[config.mk]
export PLATFORM = sky130hd
export DESIGN_NAME = link_state_table_aging
export DESIGN_NICKNAME = d
export VERILOG_FILES = /design/src/hdl/lsta_pkg.sv /design/src/hdl/lsta_ctrl.sv /design/src/hdl/lsta_dp.sv /design/src/hdl/link_state_table_aging.sv
export SDC_FILE = /design/constraint.sdc
export NUM_CORES = 2
export LEC_CHECK = 0
export BUFFER_PORTS_ARGS = -buffer_cell sky130_fd_sc_hd__buf_2
export CORE_MARGIN = 3
export CORE_UTILIZATION = 30
export CTS_CLUSTER_SIZE = 28
export DETAILED_ROUTE_END_ITERATION = 10
export SLEW_MARGIN = 20
export SYNTH_ARGS = -nofsm -noshare
export SYNTH_HDL_FRONTEND = slang
export SYNTH_SLANG_ARGS = --single-unit
export TNS_END_PERCENT = 20
[constraint.sdc]
create_clock -name clk_i -period 11.3 [get_ports clk_i]
set_clock_uncertainty 0.15 [all_clocks]
set_input_delay 0.565 -clock clk_i [delete_from_list [all_inputs] [get_ports clk_i]]
set_output_delay 0.565 -clock clk_i [all_outputs]
set_load 0.02 [all_outputs]
[src/hdl/lsta_pkg.sv]
// Package: types, codes and sizes shared by the link state table aging block.
`timescale 1ns / 1ps
package lsta_pkg;

  localparam int TABLE_SLOTS = 16;
  localparam int IDX_W = (TABLE_SLOTS > 1) ? $clog2(TABLE_SLOTS) : 1;

  localparam logic [2:0] KIND_INSERT = 3'd0;
  localparam logic [2:0] KIND_DELETE = 3'd1;
  localparam logic [2:0] KIND_LOOKUP = 3'd2;
  localparam logic [2:0] KIND_TICK   = 3'd3;
  localparam logic [2:0] KIND_REACH  = 3'd4;

  localparam logic [2:0] EV_INSERT_ACK = 3'd0;
  localparam logic [2:0] EV_REACH_ACK  = 3'd3;
  localparam logic [2:0] EV_REFRESH    = 3'd4;
  localparam logic [2:0] EV_REGEN      = 3'd5;
  localparam logic [2:0] EV_EXPIRED    = 3'd6;
  localparam logic [2:0] EV_TICK_DONE  = 3'd7;

  localparam logic [1:0] CFG_OWN_ID  = 2'd0;
  localparam logic [1:0] CFG_MAX_AGE = 2'd1;
  localparam logic [1:0] CFG_REFRESH = 2'd2;
  localparam logic [1:0] CFG_MAX_SEQ = 2'd3;

  typedef struct packed {
    logic [2:0]         kind;
    logic               record_type;
    logic [31:0]        router_id;
    logic [15:0]        record_age;
    logic signed [31:0] sequence_req;
    logic               reachable;
    logic               neighbors_busy;
  } lsta_in_t;

  typedef struct packed {
    logic [2:0]         event_res;
    logic               found;
    logic               table_full;
    logic               out_type;
    logic [31:0]        out_router;
    logic [15:0]        out_age;
    logic signed [31:0] out_sequence;
    logic               last;
  } lsta_out_t;

  // controller to datapath
  typedef struct packed {
    logic             load;
    logic             scan;
    logic             finish;
    logic             tick0;
    logic             tick1;
    logic             done;
    logic [IDX_W-1:0] idx;
  } lsta_cmd_t;

  function automatic logic kind_known(input logic [2:0] k);
    return (k == KIND_INSERT) || (k == KIND_DELETE) || (k == KIND_LOOKUP) ||
           (k == KIND_TICK) || (k == KIND_REACH);
  endfunction

endpackage

[src/hdl/lsta_ctrl.sv]
// Controller: sequences slot scans, operation finish and the aging walk.
`timescale 1ns / 1ps
module lsta_ctrl import lsta_pkg::*; (
  input  logic       clk_i,
  input  logic       rst_ni,
  input  logic       start,
  input  logic [2:0] kind_i,
  output logic       busy,
  output lsta_cmd_t  cmd_o
);

  localparam logic [2:0] S_IDLE = 3'd0;
  localparam logic [2:0] S_SCAN = 3'd1;
  localparam logic [2:0] S_FIN  = 3'd2;
  localparam logic [2:0] S_T0   = 3'd3;
  localparam logic [2:0] S_T1   = 3'd4;
  localparam logic [2:0] S_DONE = 3'd5;

  logic [2:0]       state_q, state_d;
  logic [IDX_W-1:0] idx_q, idx_d;
  logic             last_idx;

  assign last_idx = (idx_q == IDX_W'(TABLE_SLOTS - 1));
  assign busy     = (state_q != S_IDLE);

  always_comb begin
    state_d = state_q;
    idx_d   = idx_q;
    case (state_q)
      S_IDLE: begin
        idx_d = '0;
        if (start && kind_known(kind_i)) begin
          state_d = (kind_i == KIND_TICK) ? S_T0 : S_SCAN;
        end
      end
      S_SCAN: begin
        if (last_idx) state_d = S_FIN;
        else idx_d = idx_q + 1'b1;
      end
      S_T0: state_d = S_T1;
      S_T1: begin
        if (last_idx) state_d = S_DONE;
        else begin
          state_d = S_T0;
          idx_d   = idx_q + 1'b1;
        end
      end
      S_FIN, S_DONE: state_d = S_IDLE;
      default: state_d = S_IDLE;
    endcase
  end

  always_comb begin
    cmd_o.load   = (state_q == S_IDLE) && start && kind_known(kind_i);
    cmd_o.scan   = (state_q == S_SCAN);
    cmd_o.finish = (state_q == S_FIN);
    cmd_o.tick0  = (state_q == S_T0);
    cmd_o.tick1  = (state_q == S_T1);
    cmd_o.done   = (state_q == S_DONE);
    cmd_o.idx    = idx_q;
  end

  always_ff @(posedge clk_i or negedge rst_ni) begin
    if (!rst_ni) begin
      state_q <= S_IDLE;
      idx_q   <= '0;
    end else begin
      state_q <= state_d;
      idx_q   <= idx_d;
    end
  end

endmodule

[src/hdl/lsta_dp.sv]
// Datapath: slot storage, config registers, scan accumulators, result register.
`timescale 1ns / 1ps
module lsta_dp import lsta_pkg::*; (
  input  logic        clk_i,
  input  logic        rst_ni,
  input  lsta_cmd_t   cmd_i,
  input  lsta_in_t    item_i,
  input  logic        cfg_we_i,
  input  logic [1:0]  cfg_idx_i,
  input  logic [31:0] cfg_data_i,
  output logic        res_valid_o,
  output lsta_out_t   res_o
);

  logic [TABLE_SLOTS-1:0] valid_q, reach_q;
  logic                   type_q   [TABLE_SLOTS];
  logic [31:0]            router_q [TABLE_SLOTS];
  logic [15:0]            age_q    [TABLE_SLOTS];
  logic [31:0]            seq_q    [TABLE_SLOTS];

  logic [31:0] own_q, maxseq_q;
  logic [15:0] maxage_q, refresh_q;

  lsta_in_t         it_q;
  logic             hit_q, free_q, mark_q, any_q;
  logic [IDX_W-1:0] hit_idx_q, free_idx_q;
  logic [15:0]      hit_age_q;
  logic [31:0]      hit_seq_q;
  logic [15:0]      old_q;
  logic [31:0]      oldseq_q;
  logic             tv_q, self_q, unreach_q;

  logic        res_valid_q;
  lsta_out_t   res_q, res_d;

  // current slot view
  logic        c_valid, c_type, c_reach, c_rmatch, c_kmatch, c_self;
  logic [31:0] c_router, c_seq, c_seq_inc;
  logic [15:0] c_age, c_age_inc, c_newage;
  logic        c_inc, c_own_old;

  assign c_valid   = valid_q[cmd_i.idx];
  assign c_type    = type_q[cmd_i.idx];
  assign c_reach   = reach_q[cmd_i.idx];
  assign c_router  = router_q[cmd_i.idx];
  assign c_age     = age_q[cmd_i.idx];
  assign c_seq     = seq_q[cmd_i.idx];
  assign c_rmatch  = c_valid && (c_router == it_q.router_id);
  assign c_kmatch  = c_rmatch && (c_type == it_q.record_type);
  assign c_self    = (c_router == own_q);
  assign c_seq_inc = c_seq + 32'd1;
  assign c_age_inc = c_age + 16'd1;
  // old < limit - 1, done as old + 1 < limit in 17 bits
  assign c_inc     = c_self ? (({1'b0, c_age} + 17'd1) < {1'b0, refresh_q})
                            : (({1'b0, c_age} + 17'd1) < {1'b0, maxage_q});
  assign c_newage  = c_inc ? c_age_inc : c_age;
  assign c_own_old = c_self && (c_age > refresh_q);

  always_ff @(posedge clk_i or negedge rst_ni) begin
    if (!rst_ni) begin
      own_q     <= '0;
      maxage_q  <= 16'd3600;
      refresh_q <= 16'd1800;
      maxseq_q  <= 32'h7fff_ffff;
    end else if (cfg_we_i) begin
      case (cfg_idx_i)
        CFG_OWN_ID:  own_q     <= cfg_data_i;
        CFG_MAX_AGE: maxage_q  <= cfg_data_i[15:0];
        CFG_REFRESH: refresh_q <= cfg_data_i[15:0];
        CFG_MAX_SEQ: maxseq_q  <= cfg_data_i;
        default: ;
      endcase
    end
  end

  // valid and reach marks: reset
  always_ff @(posedge clk_i or negedge rst_ni) begin
    if (!rst_ni) begin
      valid_q <= '0;
      reach_q <= '0;
    end else begin
      if (cmd_i.scan && it_q.kind == KIND_REACH && c_rmatch) begin
        reach_q[cmd_i.idx] <= it_q.reachable;
      end
      if (cmd_i.finish) begin
        if (it_q.kind == KIND_INSERT && !hit_q && free_q) begin
          valid_q[free_idx_q] <= 1'b1;
          reach_q[free_idx_q] <= mark_q;
        end
        if (it_q.kind == KIND_DELETE && hit_q) begin
          valid_q[hit_idx_q] <= 1'b0;
          reach_q[hit_idx_q] <= 1'b0;
        end
      end
      if (cmd_i.tick1 && tv_q && old_q >= maxage_q && !it_q.neighbors_busy &&
          (!self_q || unreach_q)) begin
        valid_q[cmd_i.idx] <= 1'b0;
        reach_q[cmd_i.idx] <= 1'b0;
      end
    end
  end

  // record payload: no reset
  always_ff @(posedge clk_i) begin
    if (cmd_i.finish && it_q.kind == KIND_INSERT) begin
      if (hit_q) begin
        age_q[hit_idx_q] <= it_q.record_age;
        seq_q[hit_idx_q] <= it_q.sequence_req;
      end else if (free_q) begin
        type_q[free_idx_q]   <= it_q.record_type;
        router_q[free_idx_q] <= it_q.router_id;
        age_q[free_idx_q]    <= it_q.record_age;
        seq_q[free_idx_q]    <= it_q.sequence_req;
      end
    end
    if (cmd_i.tick0 && c_valid) begin
      if (c_own_old && c_reach && c_seq != maxseq_q) begin
        age_q[cmd_i.idx] <= '0;
        seq_q[cmd_i.idx] <= c_seq_inc;
      end else begin
        age_q[cmd_i.idx] <= c_newage;
      end
    end
    if (cmd_i.tick1 && tv_q && old_q >= maxage_q && !it_q.neighbors_busy &&
        self_q && !unreach_q) begin
      age_q[cmd_i.idx] <= '0;
      seq_q[cmd_i.idx] <= oldseq_q + 32'd1;
    end
  end

  // item latch, scan accumulators, per-slot tick snapshot
  always_ff @(posedge clk_i) begin
    if (cmd_i.load) begin
      it_q   <= item_i;
      hit_q  <= 1'b0;
      free_q <= 1'b0;
      mark_q <= 1'b0;
      any_q  <= 1'b0;
    end
    if (cmd_i.scan) begin
      if (c_kmatch && !hit_q) begin
        hit_q     <= 1'b1;
        hit_idx_q <= cmd_i.idx;
        hit_age_q <= c_age;
        hit_seq_q <= c_seq;
      end
      if (!c_valid && !free_q) begin
        free_q     <= 1'b1;
        free_idx_q <= cmd_i.idx;
      end
      if (c_rmatch) begin
        mark_q <= c_reach;
        any_q  <= 1'b1;
      end
    end
    if (cmd_i.tick0) begin
      tv_q      <= c_valid;
      old_q     <= c_age;
      oldseq_q  <= c_seq;
      self_q    <= c_self;
      unreach_q <= !c_reach;
    end
  end

  always_ff @(posedge clk_i or negedge rst_ni) begin
    if (!rst_ni) res_valid_q <= 1'b0;
    else begin
      res_valid_q <= cmd_i.finish || cmd_i.done ||
                     (cmd_i.tick0 && c_valid &&
                      (c_own_old ||
                       (!c_self && ({1'b0, c_newage} + 17'd1) == {1'b0, maxage_q}))) ||
                     (cmd_i.tick1 && tv_q && old_q >= maxage_q && !it_q.neighbors_busy);
    end
  end

  always_comb begin
    res_d.table_full   = 1'b0;
    res_d.last         = 1'b0;
    res_d.found        = 1'b1;
    res_d.out_type     = c_type;
    res_d.out_router   = c_router;
    res_d.out_age      = maxage_q;
    res_d.out_sequence = c_seq;
    res_d.event_res    = EV_REFRESH;
    if (cmd_i.finish) begin
      res_d.last       = 1'b1;
      res_d.out_type   = it_q.record_type;
      res_d.out_router = it_q.router_id;
      case (it_q.kind)
        KIND_INSERT: begin
          res_d.event_res    = EV_INSERT_ACK;
          res_d.found        = hit_q;
          res_d.table_full   = !hit_q && !free_q;
          res_d.out_age      = it_q.record_age;
          res_d.out_sequence = it_q.sequence_req;
        end
        KIND_DELETE, KIND_LOOKUP: begin
          res_d.event_res    = it_q.kind;
          res_d.found        = hit_q;
          res_d.out_age      = hit_q ? hit_age_q : 16'd0;
          res_d.out_sequence = hit_q ? hit_seq_q : 32'd0;
        end
        default: begin
          res_d.event_res    = EV_REACH_ACK;
          res_d.found        = any_q;
          res_d.out_age      = '0;
          res_d.out_sequence = '0;
        end
      endcase
    end else if (cmd_i.tick0) begin
      if (c_own_old && c_reach && c_seq != maxseq_q) begin
        res_d.event_res    = EV_REGEN;
        res_d.out_age      = '0;
        res_d.out_sequence = c_seq_inc;
      end
    end else if (cmd_i.tick1) begin
      if (!self_q || unreach_q) begin
        res_d.event_res = EV_EXPIRED;
        res_d.out_age   = c_age;
      end else begin
        res_d.event_res    = EV_REGEN;
        res_d.out_age      = '0;
        res_d.out_sequence = oldseq_q + 32'd1;
      end
    end else if (cmd_i.done) begin
      res_d           = '0;
      res_d.event_res = EV_TICK_DONE;
      res_d.last      = 1'b1;
    end
  end

  always_ff @(posedge clk_i) begin
    res_q <= res_d;
  end

  assign res_valid_o = res_valid_q;
  assign res_o       = res_q;

endmodule

[src/hdl/link_state_table_aging.sv]
// Top level: link state record table with aging, controller plus datapath.
`timescale 1ns / 1ps
// Insert, delete, lookup, set reachability: a scan state for every slot, then a finish state;
//   result strobed in the cycle after the finish state; busy through the scan and finish.
// Age tick: per slot an age/refresh state, then an expiry state, then a done state;
//   busy for the whole walk; results stream out at most one per cycle behind the walk, done last.
// The single slot read port walked by the controller sets this order; receiver never stalls.
// Reset (async, active low) clears valid and reach marks, loads config defaults.
module link_state_table_aging import lsta_pkg::*; (
  input  logic        clk_i,
  input  logic        rst_ni,
  input  logic        start,
  output logic        busy,
  input  lsta_in_t    item_i,
  input  logic        cfg_we_i,
  input  logic [1:0]  cfg_idx_i,
  input  logic [31:0] cfg_data_i,
  output logic        result_valid_o,
  output lsta_out_t   result_o
);

  lsta_cmd_t cmd;

  // sequencer: scan walk, finish, two-phase aging walk
  lsta_ctrl u_ctrl (
    .clk_i  (clk_i),
    .rst_ni (rst_ni),
    .start  (start),
    .kind_i (item_i.kind),
    .busy   (busy),
    .cmd_o  (cmd)
  );

  // table storage and result transaction register
  lsta_dp u_dp (
    .clk_i       (clk_i),
    .rst_ni      (rst_ni),
    .cmd_i       (cmd),
    .item_i      (item_i),
    .cfg_we_i    (cfg_we_i),
    .cfg_idx_i   (cfg_idx_i),
    .cfg_data_i  (cfg_data_i),
    .res_valid_o (result_valid_o),
    .res_o       (result_o)
  );

  // a tick transaction always leaves the block busy for its walk
  assert property (@(posedge clk_i) disable iff (!rst_ni)
    (start && !busy && item_i.kind == KIND_TICK) |=> busy)
    else $error("tick accepted but block not busy");

  // results only come out of work that was under way
  assert property (@(posedge clk_i) disable iff (!rst_ni)
    result_valid_o |-> $past(busy))
    else $error("result strobe without a transaction in progress");

  // tick done closes the item
  assert property (@(posedge clk_i) disable iff (!rst_ni)
    (result_valid_o && result_o.event_res == EV_TICK_DONE) |-> result_o.last)
    else $error("tick done without last");

  // a final result means the controller went idle
  assert property (@(posedge clk_i) disable iff (!rst_ni)
    (result_valid_o && result_o.last) |-> !busy)
    else $error("last result while still busy");

endmodule

==> reports/metrics.yaml <==
outcome:
  status: "finished, final reports clean"
worst_hold_path:
  hp-class: "in2reg"
worst_setup_path:
  cp_slowest_cell: "dfrtp_4"
  cp.required_ps: 11900
  cp-start-kind: "register"
  critPathArrivalTime_ps: 8990
  cp_max_fo: 47
  critical_path.max_stage_delay_ps: 1060
  crit_type: "reg2reg"
  critPathCaptureType: "register"
timing:
  grt_setup_unrepaired: "no"
  finalSetupViolCount: 0
  period_minus_slack_ps: 8380
  fmax_ghz: 0.119
  fin_crit_sh: 0.742
  setup_ws_ps: 2920
  slew_viol_final: 0
  finalHoldViolations: 0
  slew_headroom: 0.212
  max_slew.worst_pin.slew_ps: 1180
  fin_tns_setup_ps: 0
floorplanning:
  die_h_um: 496
  start_util: 0.302
  ioPinCount: 213
  die_x_um: 496
  core_area_mm2: 0.239
  fp-row-count: 179
  dieArea_mm2: 0.246
synthesis:
  synthDistinctLibCells: 88
  syn_inst: 4133
  avgSynthCellArea_um2: 17.5
  yosysWarningCount: 0
  synth_nets: 4328
  ys_seq_area_frac: 0.693
  synth.area.top_cells: "edfxtp_1 (62%), mux4_2 (12%), dfrtp_1 (3.4%)"
  synth_edf_count: 1489
  synth_ff_type: "edfxtp_1"
  post-synth-top-area-cell: "edfxtp_1"
  yosys_register_bits: 1716
  syn_area_mm2: 0.0721
  synthArstFlopShare: 0.0793
  yosysTopAreaCellShare: 0.620
pwr:
  vdd_drop_max_v: 0.000176
  leakage_uw: 0.0278
  power.density_mw_per_mm2: 243
  total_power_uw: 20700
cts:
  path_clk_slew_ps: 60
  cts_resized: 0
  clockBufferDepth: 3
  cts_buffers: 182
  cts.sinks: 1716
  clk_latency_ps: 850
  clock_tree.root_cell: "clkbuf_16"
  h-tree-depth: 4
  cts_tree: "built"
routing:
  drc: 0
  avgRoutedWirePerCell_um: 28.1
  num_vias: 41800
  drt_iter0_drc: 5245
  drt-total-wl_um: 222000
  drtAntennaViolNets: 0
  drt-pass1-iter-count: 8
  viasPerCell: 5.30
cells_and_area:
  final_layout_size_suffix_gt1_frac: 0.265
  fillers: 22300
  fin_nets: 4737
  syn2layout_area_growth_pct: 17.8
placement:
  routabilityCongestion: 0.899
  hpwl_um: 139000
  dp_slack_ps: 3070
  numPortBuffers: 212
global_route:
  grt_pass1_wl_um: 313000
  track_usage: 0.177
  grt_antenna_before_repair: 31
  grt_pass1_vias: 41500
  grt_max_degree: 109
  gr-total-overflow: 0
job:
  max_cap_violations: 0
## state kept, by name, indices dropped and copies added, names as in the netlist, 32 cells and up
| signal | count |
|---|---|
| u_dp.router_q | 512 |
| u_dp.seq_q | 512 |
| u_dp.age_q | 256 |
| u_dp.res_o | 87 |
| u_dp.it_q | 86 |
| u_dp.hit_seq_q | 32 |
| u_dp.maxseq_q | 32 |
| u_dp.oldseq_q | 32 |
| u_dp.own_q | 32 |
## Yosys cell counts (83+ instances only)
| cell | count |
|---|---|
| dfxtp_1 | 91 |
| nor2_1 | 160 |
| xor2_1 | 83 |
| xnor2_1 | 184 |
| clkbuf_1 | 134 |
| mux2_2 | 128 |
| o21ai_0 | 144 |
| mux4_2 | 369 |
| nand2_1 | 210 |
| mux2i_1 | 107 |
| dfrtp_1 | 97 |
| edfxtp_1 | 1489 |
## power breakdown
part	leakage (µW)	internal [µW]	switching, µW
logic	0.00910	2630	4080
clock network	0.00295	3410	2610
registers	0.0158	7500	432
total	0.0278	13500	7110
## layout by cell type (no fill, tap or decap), types with 93 or more instances in the layout
| master | instances |
|---|---|
| o21ai_0 | 134 |
| dlygate4sd3_1 | 105 |
| dfrtp_1 | 93 |
| nor2_1 | 125 |
| xnor2_1 | 184 |
| edfxtp_1 | 1489 |
| clkbuf_16 | 182 |
| buf_4 | 119 |
| mux4_2 | 369 |
| mux2i_1 | 107 |
| buf_2 | 211 |
| nand2_1 | 210 |
| mux2_2 | 128 |
## worst max-delay path, delay by kind of cell (launching register included)
kind | cells | cell delay (ps)
DFF | 1 | 1060
AOI/OAI and AO/OA | 6 | 1190
muxes | 4 | 1150
buffers and inverters | 3 | 490
xor gates and xnor gates | 2 | 320
and+or+nand+nor | 10 | 3030
adders and majority gates | 3 | 840
## stage by stage
step,cells,utilization,area [µm²],hold slack (ps)
2_1_floorplan,4133,-,72100,119
3_3_place_gp,7417,0.325,77600,279
3_5_place_dp,7419,0.326,77700,284
4_1_cts,7866,0.356,84800,19.5
5_1_grt,7872,0.356,84900,26.8
6_report,7888,0.356,84900,74.0
## worst paths after layout
path                                 startpoint          endpoint  slack [ps]  cells after the start
worst max-delay path            u_ctrl.idx_q[0]  u_dp.res_valid_o        2920                     28
worst min-delay path              cfg_data_i[6]  u_dp.maxseq_q[6]          70                      2
worst min register to register       u_dp.any_q        u_dp.any_q         290                      2
min in group asynchronous                rst_ni    u_dp.own_q[23]         230                      2
max in group asynchronous                rst_ni   u_ctrl.idx_q[3]        9120                      3
worst max register to register  u_ctrl.idx_q[0]  u_dp.res_valid_o        2920                     28
## layout make-up
cell class,count,area [µm²],area share
inverter,79,303,0.00356
sequential,1716,50000,0.589
multi-input combinational,2116,21300,0.251
clock inverter,113,1220,0.0144
timing repair buffer,447,3250,0.0383
antenna,21,52.6,0.000619
tap,3167,3960,0.0466
clock buffer,229,4850,0.0571
## per-layer routing
metal,global-route usage,vias to the layer above,wire length (µm)
met5,0,-,54
met1,0.236,22000,88900
met4,0.0757,10,9540
li1,-,17400,-
met2,0.285,1965,107000
met3,0.0299,398,16800
## repair_timing
item,4_1_cts,5_1_grt
hold buffers,105,0
hold endpoints to repair,163,0
setup buffers,0,0
## kinds of logic (layout without fill, tap and decap cells)
kind of cell / Yosys count / count (layout) / share of synthesized area
AO/OA/AOI/OAI: 529 / 529 / 0.0504
XOR/XNOR: 270 / 270 / 0.0333
adder cells (fa/ha/maj): 71 / 71 / 0.0123
buffers and inverters: 301 / 868 / 0.0187
flip-flops: 1716 / 1716 / 0.693
multiplexers: 606 / 606 / 0.150
other: 0 / 21 / 0
AND/OR/NAND/NOR: 640 / 640 / 0.0420
Note: power is estimated with default switching activity, not from simulation.
